File: src/hw/rtl/rmp_pkg.sv
// Shared types, codes and constants of the Modbus register PDU master.
// Depends on nothing; every other file of the block imports it.
package rmp_pkg;

  // Default and fixed sizes.
  localparam int MaxRegistersDefault = 123;
  localparam int CntW                = 7;
  localparam int RunMax              = 6;
  localparam int RunIdxW             = 3;

  // Input item kinds.
  localparam logic [1:0] KIND_CMD  = 2'd0;
  localparam logic [1:0] KIND_WORD = 2'd1;
  localparam logic [1:0] KIND_RESP = 2'd2;

  // Function selector codes of a command.
  localparam logic [1:0] FSEL_RD_HOLD  = 2'd0;
  localparam logic [1:0] FSEL_RD_INPUT = 2'd1;
  localparam logic [1:0] FSEL_WR_HOLD  = 2'd2;
  localparam logic [1:0] FSEL_UNUSED   = 2'd3;

  // Modbus function codes on the wire.
  localparam logic [7:0] FC_RD_HOLD  = 8'h03;
  localparam logic [7:0] FC_RD_INPUT = 8'h04;
  localparam logic [7:0] FC_WR_HOLD  = 8'h10;
  localparam logic [7:0] EXC_FLAG    = 8'h80;

  // Result kinds.
  localparam logic [1:0] RES_REQ    = 2'd0;
  localparam logic [1:0] RES_WORD   = 2'd1;
  localparam logic [1:0] RES_STATUS = 2'd2;

  // Status codes.
  localparam logic [2:0] ST_OK        = 3'd0;
  localparam logic [2:0] ST_TOO_MANY  = 3'd1;
  localparam logic [2:0] ST_ADDR_WRAP = 3'd2;
  localparam logic [2:0] ST_EXCEPTION = 3'd3;
  localparam logic [2:0] ST_BAD_LEN   = 3'd4;

  // Transaction in progress.
  typedef enum logic [1:0] {
    PEND_IDLE     = 2'd0,
    PEND_RD_HOLD  = 2'd1,
    PEND_RD_INPUT = 2'd2,
    PEND_WR_HOLD  = 2'd3
  } pend_t;

  typedef struct packed {
    logic [1:0]  kind;
    logic [1:0]  function_select;
    logic [15:0] start_address;
    logic [15:0] register_count;
    logic [15:0] write_word;
    logic [7:0]  response_byte;
    logic        response_end;
  } rmp_in_t;

  typedef struct packed {
    logic [1:0]  result_kind;
    logic [7:0]  request_byte;
    logic        request_end;
    logic [15:0] register_word;
    logic [2:0]  status_code;
    logic [7:0]  exception_code;
    logic        run_last;
  } rmp_out_t;

  // All results caused by one input item.
  typedef struct packed {
    logic [RunIdxW-1:0]          count;
    rmp_out_t [RunMax-1:0]       res;
  } rmp_run_t;

  // Request byte result.
  function automatic rmp_out_t mk_req(input logic [7:0] b, input logic last);
    rmp_out_t r;
    r              = '0;
    r.result_kind  = RES_REQ;
    r.request_byte = b;
    r.request_end  = last;
    return r;
  endfunction

  // Read register word result.
  function automatic rmp_out_t mk_word(input logic [15:0] w);
    rmp_out_t r;
    r               = '0;
    r.result_kind   = RES_WORD;
    r.register_word = w;
    return r;
  endfunction

  // Final status result.
  function automatic rmp_out_t mk_status(input logic [2:0] st, input logic [7:0] exc);
    rmp_out_t r;
    r                = '0;
    r.result_kind    = RES_STATUS;
    r.status_code    = st;
    r.exception_code = exc;
    return r;
  endfunction

endpackage

File: src/hw/rtl/rmp_engine.sv
// Transaction state and per-item decode of the Modbus register PDU master.
// Depends on rmp_pkg; builds the run of results for one accepted item.
module rmp_engine
  import rmp_pkg::*;
#(
  parameter int MAX_REGISTERS = MaxRegistersDefault
) (
  input  logic     clk,
  input  logic     rst_n,
  input  logic     in_fire,
  input  rmp_in_t  in_data,
  output rmp_run_t run
);

  pend_t             pend_r, pend_nxt;
  logic [CntW-1:0]   cnt_r, cnt_nxt;
  logic [CntW-1:0]   left_r, left_nxt;
  logic [7:0]        idx_r, idx_nxt;
  logic [7:0]        hold_r, hold_nxt;
  logic              exc_r, exc_nxt;
  logic              len_r, len_nxt;

  logic              too_many;
  logic [16:0]       addr_end;
  logic              wr_cmd;
  logic [7:0]        fcode;
  pend_t             fpend;
  logic [7:0]        need;
  logic [8:0]        need_p1;
  logic [8:0]        need_p2;
  logic              rd;
  logic              word_emit;
  logic [2:0]        st;
  logic [RunIdxW-1:0] st_slot;

  // Command checks and header fields.
  assign too_many = in_data.register_count > 16'(MAX_REGISTERS);
  assign addr_end = {1'b0, in_data.start_address} + {1'b0, in_data.register_count};
  assign wr_cmd   = in_data.function_select == FSEL_WR_HOLD;

  always_comb begin
    unique case (in_data.function_select)
      FSEL_RD_HOLD: begin
        fcode = FC_RD_HOLD;
        fpend = PEND_RD_HOLD;
      end
      FSEL_RD_INPUT: begin
        fcode = FC_RD_INPUT;
        fpend = PEND_RD_INPUT;
      end
      default: begin
        fcode = FC_WR_HOLD;
        fpend = PEND_WR_HOLD;
      end
    endcase
  end

  // Expected response geometry of a read.
  assign need    = {cnt_r, 1'b0};
  assign need_p1 = {1'b0, need} + 9'd1;
  assign need_p2 = {1'b0, need} + 9'd2;
  assign rd      = pend_r != PEND_WR_HOLD;

  // Next state and the results of this item.
  always_comb begin
    pend_nxt  = pend_r;
    cnt_nxt   = cnt_r;
    left_nxt  = left_r;
    idx_nxt   = idx_r;
    hold_nxt  = hold_r;
    exc_nxt   = exc_r;
    len_nxt   = len_r;
    word_emit = 1'b0;
    st        = ST_OK;
    st_slot   = '0;
    run       = '0;
    unique case (in_data.kind)
      KIND_CMD: begin
        if (in_data.function_select != FSEL_UNUSED) begin
          if (too_many) begin
            pend_nxt   = PEND_IDLE;
            run.count  = RunIdxW'(1);
            run.res[0] = mk_status(ST_TOO_MANY, 8'h00);
          end else if (addr_end[16]) begin
            pend_nxt   = PEND_IDLE;
            run.count  = RunIdxW'(1);
            run.res[0] = mk_status(ST_ADDR_WRAP, 8'h00);
          end else begin
            pend_nxt   = fpend;
            cnt_nxt    = in_data.register_count[CntW-1:0];
            left_nxt   = wr_cmd ? in_data.register_count[CntW-1:0] : '0;
            idx_nxt    = '0;
            hold_nxt   = '0;
            exc_nxt    = 1'b0;
            len_nxt    = 1'b0;
            run.res[0] = mk_req(fcode, 1'b0);
            run.res[1] = mk_req(in_data.start_address[15:8], 1'b0);
            run.res[2] = mk_req(in_data.start_address[7:0], 1'b0);
            run.res[3] = mk_req(in_data.register_count[15:8], 1'b0);
            run.res[4] = mk_req(in_data.register_count[7:0], !wr_cmd);
            run.res[5] = mk_req({in_data.register_count[6:0], 1'b0},
                                in_data.register_count == 16'd0);
            run.count  = wr_cmd ? RunIdxW'(6) : RunIdxW'(5);
          end
        end
      end
      KIND_WORD: begin
        if (pend_r == PEND_WR_HOLD && left_r != '0) begin
          left_nxt   = left_r - CntW'(1);
          run.count  = RunIdxW'(2);
          run.res[0] = mk_req(in_data.write_word[15:8], 1'b0);
          run.res[1] = mk_req(in_data.write_word[7:0], left_r == CntW'(1));
        end
      end
      KIND_RESP: begin
        if (pend_r != PEND_IDLE) begin
          // Byte zero carries the function code or its exception flag.
          if (idx_r == 8'd0) begin
            if ((in_data.response_byte & EXC_FLAG) != 8'h00) begin
              exc_nxt = 1'b1;
            end
          end else if (idx_r == 8'd1) begin
            if (exc_r) begin
              hold_nxt = in_data.response_byte;
            end else if (rd && in_data.response_byte != need) begin
              len_nxt = 1'b1;
            end
          end else if (rd && !exc_r) begin
            if ({1'b0, idx_r} < need_p2) begin
              if (!idx_r[0]) begin
                hold_nxt = in_data.response_byte;
              end else begin
                word_emit = 1'b1;
              end
            end else begin
              len_nxt = 1'b1;
            end
          end
          if (idx_r != 8'hFF) begin
            idx_nxt = idx_r + 8'd1;
          end
          // Final status on the last response byte.
          if (exc_nxt) begin
            st = ST_EXCEPTION;
          end else if (rd && (len_nxt || {1'b0, idx_r} != need_p1)) begin
            st = ST_BAD_LEN;
          end else begin
            st = ST_OK;
          end
          st_slot = word_emit ? RunIdxW'(1) : RunIdxW'(0);
          if (word_emit) begin
            run.res[0] = mk_word({hold_r, in_data.response_byte});
          end
          if (in_data.response_end) begin
            run.res[st_slot] = mk_status(st, (st == ST_EXCEPTION) ? hold_nxt : 8'h00);
            pend_nxt         = PEND_IDLE;
            left_nxt         = '0;
          end
          run.count = RunIdxW'(word_emit) + RunIdxW'(in_data.response_end);
        end
      end
      default: begin
      end
    endcase
  end

  // Control state commits only on an accepted item.
  always_ff @(posedge clk) begin
    if (!rst_n) begin
      pend_r <= PEND_IDLE;
      cnt_r  <= '0;
      left_r <= '0;
      idx_r  <= '0;
      hold_r <= '0;
      exc_r  <= 1'b0;
      len_r  <= 1'b0;
    end else if (in_fire) begin
      pend_r <= pend_nxt;
      cnt_r  <= cnt_nxt;
      left_r <= left_nxt;
      idx_r  <= idx_nxt;
      hold_r <= hold_nxt;
      exc_r  <= exc_nxt;
      len_r  <= len_nxt;
    end
  end

endmodule

File: src/hw/rtl/rmp_emitter.sv
// Result register of the Modbus register PDU master: holds one run of
// results and hands them out one per cycle while out_ready is high. Depends on rmp_pkg.
module rmp_emitter
  import rmp_pkg::*;
(
  input  logic     clk,
  input  logic     rst_n,
  input  logic     load,
  input  rmp_run_t run,
  output logic     take_ok,
  output logic     out_valid,
  input  logic     out_ready,
  output rmp_out_t out_data
);

  rmp_out_t [RunMax-1:0] res_r;
  logic [RunIdxW-1:0]    idx_r, idx_nxt;
  logic [RunIdxW-1:0]    last_r, last_nxt;
  logic                  busy_r, busy_nxt;
  logic                  at_last;
  logic                  out_fire;

  assign at_last  = idx_r == last_r;
  assign out_fire = busy_r && out_ready;
  // A new run may load when idle or once the current one has its final result leaving.
  assign take_ok  = !busy_r || (out_ready && at_last);

  assign out_valid = busy_r;
  always_comb begin
    out_data          = res_r[idx_r];
    out_data.run_last = at_last;
  end

  // Run sequencing.
  always_comb begin
    idx_nxt  = idx_r;
    last_nxt = last_r;
    busy_nxt = busy_r;
    if (out_fire) begin
      if (at_last) begin
        busy_nxt = 1'b0;
      end else begin
        idx_nxt = idx_r + RunIdxW'(1);
      end
    end
    if (load) begin
      busy_nxt = 1'b1;
      idx_nxt  = '0;
      last_nxt = run.count - RunIdxW'(1);
    end
  end

  always_ff @(posedge clk) begin
    if (!rst_n) begin
      busy_r <= 1'b0;
      idx_r  <= '0;
      last_r <= '0;
    end else begin
      busy_r <= busy_nxt;
      idx_r  <= idx_nxt;
      last_r <= last_nxt;
    end
  end

  // Result payload.
  always_ff @(posedge clk) begin
    if (load) begin
      res_r <= run.res;
    end
  end

endmodule

File: src/hw/rtl/modbus_register_pdu_master.sv
// Top level of the Modbus register PDU master (functions 0x03, 0x04, 0x10).
// Depends on rmp_pkg, rmp_engine and rmp_emitter.
//
// Commands, write words and response bytes enter on the in_ channel, one
// request per cycle when the output keeps up. Each item is decoded in the
// cycle it is accepted and its results (none to six) land in a result
// register; they leave on the out_ channel one per cycle while out_ready is
// high, from the next cycle on, the last one flagged by run_last. The next
// item is taken in the same cycle as the final result of the previous one
// leaves. Response bytes therefore sustain one item per cycle, except a
// final byte that also completes a read word, which yields two results. A
// write word yields two results, a rejected command one, and a command
// header five or six.
module modbus_register_pdu_master
  import rmp_pkg::*;
#(
  parameter int MAX_REGISTERS = MaxRegistersDefault
) (
  input  logic     clk,
  input  logic     rst_n,
  input  logic     in_valid,
  output logic     in_ready,
  input  rmp_in_t  in_data,
  output logic     out_valid,
  input  logic     out_ready,
  output rmp_out_t out_data
);

  rmp_run_t run;
  logic     in_fire;
  logic     take_ok;

  assign in_ready = take_ok;
  assign in_fire  = in_valid && in_ready;

  rmp_engine #(
    .MAX_REGISTERS(MAX_REGISTERS)
  ) u_engine (
    .clk     (clk),
    .rst_n   (rst_n),
    .in_fire (in_fire),
    .in_data (in_data),
    .run     (run)
  );

  rmp_emitter u_emitter (
    .clk       (clk),
    .rst_n     (rst_n),
    .load      (in_fire && (run.count != '0)),
    .run       (run),
    .take_ok   (take_ok),
    .out_valid (out_valid),
    .out_ready (out_ready),
    .out_data  (out_data)
  );

  // A new request is taken while results wait only as the last one leaves.
  a_ready_only_at_run_end: assert property (@(posedge clk) disable iff (!rst_n)
    in_ready && out_valid |-> out_ready && out_data.run_last)
    else $error("input taken while a run still has results pending");

  // A status always closes its run.
  a_status_is_last: assert property (@(posedge clk) disable iff (!rst_n)
    out_valid && out_data.result_kind == RES_STATUS |-> out_data.run_last)
    else $error("status result not last in its run");

  // The end-of-request flag appears only on request bytes.
  a_req_end_kind: assert property (@(posedge clk) disable iff (!rst_n)
    out_valid && out_data.request_end |-> out_data.result_kind == RES_REQ)
    else $error("request_end set on a non-request result");

endmodule
File: config.mk
export PLATFORM = sky130hd
export DESIGN_NAME = modbus_register_pdu_master
export DESIGN_NICKNAME = d
export VERILOG_FILES = /design/src/hw/rtl/rmp_pkg.sv /design/src/hw/rtl/rmp_engine.sv /design/src/hw/rtl/rmp_emitter.sv /design/src/hw/rtl/modbus_register_pdu_master.sv
export SDC_FILE = /design/constraint.sdc
export NUM_CORES = 1
export LEC_CHECK = 0
export ABC_AREA = 1
export BUFFER_PORTS_ARGS = -buffer_cell sky130_fd_sc_hd__buf_2
export CORE_AREA = 3 3 94 164
export DETAILED_ROUTE_END_ITERATION = 6
export DIE_AREA = 0 0 97 167
export PLACE_DENSITY = 0.77
export SLEW_MARGIN = 10
export SYNTH_ARGS = -nofsm -noshare
export SYNTH_HDL_FRONTEND = slang
export SYNTH_SLANG_ARGS = --single-unit
File: constraint.sdc
create_clock -name clk -period 7.1 [get_ports clk]
set_clock_uncertainty 0.15 [all_clocks]
set_input_delay 0.355 -clock clk [delete_from_list [all_inputs] [get_ports clk]]
set_output_delay 0.355 -clock clk [all_outputs]
set_load 0.02 [all_outputs]
* Word level (Yosys, flattened, before mapping)
Index checks and enable logic that the tools add are counted. Widths: inputs -> output; s select.
Word-level totals: register bits after elaboration 275
Cells by class: bitwise operators 4, muxes and demuxes 90, equality and inequality tests 21, order comparisons 5, add/subtract/negate cells 8, reductions and logical operators 33
Operators with widths (number):
- $mux 237 | 2
- $pmux 156 s2 | 1
- $bwmux 234 | 1
- $mux 234 | 1
- $mux 39 | 6
- $pmux 78 s3 | 1
- $mux 195 | 1
- $mux 193 | 1
- $mux 8 | 15
- $bmux 39 s3 | 1
- $demux 39 s3 | 1
- $mux 76 | 1
- $mux 7 | 7
- $mux 38 | 1
- $pmux 8 s2 | 2
- $mux 1 | 28
- $pmux 7 s3 | 1
- $mux 3 | 6
- $add 16x16->17 | 1
- $gt 16x7->1 const B | 1
- $logic_not 16->1 | 1
- $mux 2 | 7
- $ne 2x2->1 const B | 5
- $pmux 5 s2 | 1
- other kinds (38) | 68

* Logic depth before layout (Yosys ltp)
word-level depth 24, depth in mapped cells 23, depth with buffers taken out 21

* Hierarchy
A second synthesis with hierarchy kept.
Second synthesis, totals: cell total of the unflattened synthesis 1519, area total of the unflattened synthesis 14445.1 sq um
Modules (own cells, without submodules):
- rmp_emitter | area each 9115.0 sq um, times used 1, sequential area each 6986.7 sq um, cells an instance 667
- rmp_engine | area each 5306.3 sq um, times used 1, sequential area each 680.7 sq um, cells an instance 847
- modbus_register_pdu_master | area each 23.8 sq um, times used 1, sequential area each 0.0 sq um, cells an instance 5

* Worst setup path before layout
No wires, ideal clock.
path kind register to register, start reg u_engine.cnt_r[0], end reg u_emitter.last_r[0], buffers on the path 1, stages on the path, launching flop included 22, slack -80 ps, required time 6854 ps, arrival time 6935 ps, clock period less this slack 7180 ps, cells stage by stage dfxtp_1 -> ha_1 -> nand2_1 -> nor2_1 -> nand3_1 -> xor2_1 -> ha_1 -> and3_1 -> nand2_1 -> nand2_1 -> nand2_1 -> buf_4 -> nand4_4 -> inv_1 -> ha_1 -> o21ai_0 -> inv_1 -> ha_1 -> ha_1 -> nor2_1 -> o21ai_0 -> a21oi_1
On the way: word-level cells in the longest chain between the ends 13
Ends and longest elaborated chain:
- start: declaration | RTL line rmp_engine.sv:16 | logic [CntW-1:0] cnt_r, cnt_nxt;
- start signal: assignment | RTL line rmp_engine.sv:179 | cnt_r <= cnt_nxt;
- $add 8x2->9 (*) | RTL line rmp_engine.sv:61 | assign need_p2 = {1'b0, need} + 9'd2;
- $lt 8x9->1 (*) | RTL line rmp_engine.sv:129 | if ({1'b0, idx_r} < need_p2) begin
- $mux 1 (*) | RTL line rmp_engine.sv:129
- $mux 1 (*) | RTL line rmp_engine.sv:128 | end else if (rd && !exc_r) begin
- $mux 1 (*) | RTL line rmp_engine.sv:122 | end else if (idx_r == 8'd1) begin
- $mux 1 (*) | RTL line rmp_engine.sv:118 | if (idx_r == 8'd0) begin
- $mux 1 (*) | RTL line rmp_engine.sv:116 | if (pend_r != PEND_IDLE) begin
- $mux 1 (*) | RTL line rmp_engine.sv:77 | unique case (in_data.kind)
- $add 1x1->2 (*) | RTL line rmp_engine.sv:159 | run.count = RunIdxW'(word_emit) + RunIdxW'(in_data.response_end);
- $mux 237 (*) | RTL line rmp_engine.sv:116
- $pmux 3 s3 (*) | RTL line rmp_engine.sv:77
- branches (longest 2 deep; another with $sub 3x1->3)
- end signal: assignment | RTL line rmp_emitter.sv:61 | last_r <= last_nxt;
- end: declaration | RTL line rmp_emitter.sv:18 | logic [RunIdxW-1:0] last_r, last_nxt;
Mark *: on every way between the ends. The select of a mux whose other input is x is not followed. A chain may end at the register's enable or synchronous reset.

* Worst setup path in the final report
start reg u_engine.cnt_r[1], end reg u_emitter.res_r[108] (netlist name), enable pin
On the way: word-level cells in the longest chain between the ends 13
Ends and longest elaborated chain:
- $add 8x2->9 | RTL line rmp_engine.sv:61
- $lt 8x9->1 | RTL line rmp_engine.sv:129
- $mux 1 | RTL line rmp_engine.sv:129
- $mux 1 | RTL line rmp_engine.sv:128
- $mux 1 | RTL line rmp_engine.sv:122
- $mux 1 | RTL line rmp_engine.sv:118
- $mux 1 | RTL line rmp_engine.sv:116
- $mux 1 | RTL line rmp_engine.sv:77
- $add 1x1->2 | RTL line rmp_engine.sv:159
- $mux 237 | RTL line rmp_engine.sv:116
- $pmux 3 s3 | RTL line rmp_engine.sv:77
- $reduce_bool 3->1 | RTL line modbus_register_pdu_master.sv:49 | .load (in_fire && (run.count != '0)),
- $logic_and 1x1->1 | RTL line modbus_register_pdu_master.sv:49
- end signal: assignment | RTL line rmp_emitter.sv:68 | res_r <= run.res;
- end: declaration | RTL line rmp_emitter.sv:16 | rmp_out_t [RunMax-1:0] res_r;
Every way passes these cells. The select of a mux whose other input is x is not followed.

==> results.cfg <==
[status]
status = finished clean

[routing]
firstDrtPassIters = 5
wire_per_inst_um = 16.1
detail-route-antenna-nets = 0
vias = 6672
drt-total-wl_mm = 19.9
drc_errors = 0
drt_iter0_drc = 496
viasPerCell = 5.42

[cells_and_area]
mostFrequentLayoutCells = 168 x nor2_1, 150 x nand2_1, 123 x inv_1, 105 x buf_2, 83 x edfxtp_1
layout_commonest_cell = nor2_1
antennaDiodeCount = 0
final_nets = 1144
drive_gt1_share_pct = 15.3
final_cells = 1232
syn_to_final_growth_pct = 18.6
fill_cells = 1243

[clock_tree]
htree_levels = 4
cts_root_buf = clkbuf_16
cts_buffers = 17
clk_latency_ns = 0.43
ctsResizeCount = 0
cts_hold_repair.buffers = 0
clk_path_buf_depth = 2
cts_tree = done
cts.sinks = 124
clk_pin_slew_ns = 0.06
cts_setup_buffers = 0

[yosys]
netlist_area_mm2 = 0.00736
synth_flop_cell = edfxtp_1
synth-async-reset-ratio_pct = 0
synth_area_per_cell_um2 = 7.96
synth_enable_flop_cells = 83
ys_seq_area_share_pct = 45.0
synth_warnings = 0
yosysUniqueCellTypes = 48
synth-seq-cells = 124
synth_cells = 925

[global_routing]
grt_overflow = 0
grt_usage_pct = 24.4
grt_pass1_wl_mm = 31.5
antenna_found_initial = 0
grt_max_degree = 59
grt_pass1_vias = 6427

[worst_hold_path]
min_from = in_data[20]
hold_depth = 3
worstHoldEndpoint = u_emitter.res_r[32]$_SDFFCE_PN0P_
hold_class = in2reg

[die]
ios = 106
rows = 58
start_util_pct = 51.5
dieArea_mm2 = 0.0162
die-width_um = 97
core_area_mm2 = 0.0143
die_h_um = 167

[worst_setup_path]
slowest_delay_ns = 0.72
cp.required_ns = 7.05
start_kind = flop
crit_type = reg2reg
r2r-end = u_emitter.res_r[108]$_SDFFCE_PP0P_
crit_path_top_delay_cell = nor2_4
crit_chain = ha_1 -> nand2_1 -> nor2_1 -> nand3_1 -> xor2_1 -> ha_1 -> and3_1 -> nand2_1 -> nand2_1 -> nand2_1 -> nand4_4 -> inv_1 -> ha_1 -> o21ai_0 -> inv_1 -> ha_1 -> ha_1 -> nor2_4 -> buf_12
crit_start = u_engine.cnt_r[1]$_SDFFE_PN0P_
path_max_fanout = 58
reg2regPathDepth = 19
crit_path_frequent_cell = ha_1
r2r_start = u_engine.cnt_r[1]$_SDFFE_PN0P_
ff2ff_setup_slack_ns = 1.99
worst_setup_path_end_kind = flop
cp.arrival_ns = 5.05

[placement]
hpwl_mm = 14.7
io_buffers = 105
dp_cells = 1200
place_congestion = 0.944

[sta]
drv_slew = 0
tns_ns = 0
slew_headroom_pct = 27.2
timing.fmax_mhz = 196
finalCritPeriodShare_pct = 71.9
hold_viol_final = 0
rsz0062_at_grt = no
period_needed_ns = 5.11
worst_pin_slew_ns = 1.09
setup_viol = 0

[pwr]
max-vdd-ir-drop_v = 0.000177
leakage_nw = 3.80
p_int_mw = 1.48
p_seq_share_pct = 40.2
p_sw_share_pct = 24.9
cellPowerDensity_mw_per_mm2 = 226
power_switching_uw = 490
clkPwrFrac_pct = 49.3
p_comb_share_pct = 10.5

[job]
cap_violations = 0
-- power by group through the flow --
stage               logic (mW)  registers, mW  clock network [mW]
floorplan                0.139          0.806                   0
global placement         0.200          0.806                   0
detailed placement       0.203          0.807                   0
CTS                      0.206          0.792               0.977
global route             0.232          0.793                1.01
finish                   0.207          0.792               0.972
-- synth_stat cells, types with 7 or more instances --
library cell | count | share of area (%)
nand3_1 | 51 | 3.5
ha_1 | 40 | 6.8
nand2_1 | 150 | 7.6
xor2_1 | 14 | 1.7
nand4_1 | 11 | 0.93
nor3_1 | 22 | 1.5
o22ai_1 | 11 | 0.93
edfxtp_1 | 83 | 34
inv_1 | 123 | 6.3
o21ai_0 | 79 | 5.4
nor2_1 | 169 | 8.6
a21oi_1 | 51 | 3.5
clkbuf_1 | 17 | 0.87
dfxtp_1 | 41 | 11
xnor2_1 | 7 | 0.83
-- cells by family (layout without fill, tap and decap cells) --
group | Yosys count | count (layout) | synth area share, %
fa+ha+maj | 40 | 40 | 6.80
xor+xnor | 21 | 21 | 2.50
flops | 124 | 124 | 45.0
buf+inv | 156 | 266 | 8.38
compound gates | 159 | 159 | 12.0
simple gates | 424 | 424 | 25.3
other cells | 1 | 18 | 0.0509
-- registers in the layout, indices dropped and copies added, names as in the netlist --
name and cells:
u_engine.idx_r 8, u_emitter.out_valid 1, u_engine.exc_r 1, u_engine.len_r 1
u_emitter.last_r 3, u_emitter.res_r 83, u_emitter.idx_r 3, u_engine.hold_r 8
u_engine.pend_r 2, u_engine.cnt_r 7, u_engine.left_r 7
-- area by class of cell --
type	count	area, um^2	area share [%]
clock buffer	17	425	4.87
clock inverter	15	233	2.66
inverter	126	473	5.41
multi-input combinational	662	3500	40.1
sequential	124	3310	37.9
tap	180	225	2.58
timing repair buffer	108	561	6.42
-- how the worst max path moves through the flow --
stage	endpoint	slack (ns)
4_1_cts	u_emitter.res_r[70]$_SDFFCE_PN0P_	2.00
3_3_place_gp	u_emitter.res_r[149]$_SDFFCE_PP0P_	2.21
2_1_floorplan	u_emitter.last_r[0]$_SDFFE_PN0P_	1.40
5_1_grt	u_emitter.last_r[0]$_SDFFE_PN0P_	1.63
3_5_place_dp	u_emitter.res_r[70]$_SDFFCE_PN0P_	2.04
6_report	u_emitter.res_r[108]$_SDFFCE_PP0P_	1.99
-- stage by stage --
stage | hold slack [ns] | power, mW | area (um^2) | utilization, % | setup WS [ns]
floorplan | 0.291 | 0.944 | 7430 | - | 1.40
global placement | 0.298 | 1.01 | 8080 | 56.5 | 2.21
detailed placement | 0.313 | 1.01 | 8080 | 56.5 | 2.04
CTS | 0.0774 | 1.97 | 8730 | 61.1 | 2.00
global route | 0.0779 | 2.04 | 8730 | 61.1 | 1.63
finish | 0.0794 | 1.97 | 8730 | 61.1 | 1.99
-- per-layer routing --
metal	global-route usage, %	up-vias	wire, um	share of wire [%]
met3	4.23	67	1190	6.0
met2	45.0	266	10800	54
met1	26.4	3053	7110	36
met4	12.2	0	826	4.2
met5	0	-	0	0
li1	-	3286	-	-
-- worst max-delay path, delay by kind of cell (launching register included) --
family                   cells  cell delay (ns)
XOR/XNOR                     1             0.15
flip-flops                   1             0.43
AO/OA/AOI/OAI                1             0.25
AND/OR/NAND/NOR              9             1.91
adder cells (fa/ha/maj)      5             1.19
buffers and inverters        3             0.66
No activity file was read; power rests on OpenSTA's default activity.
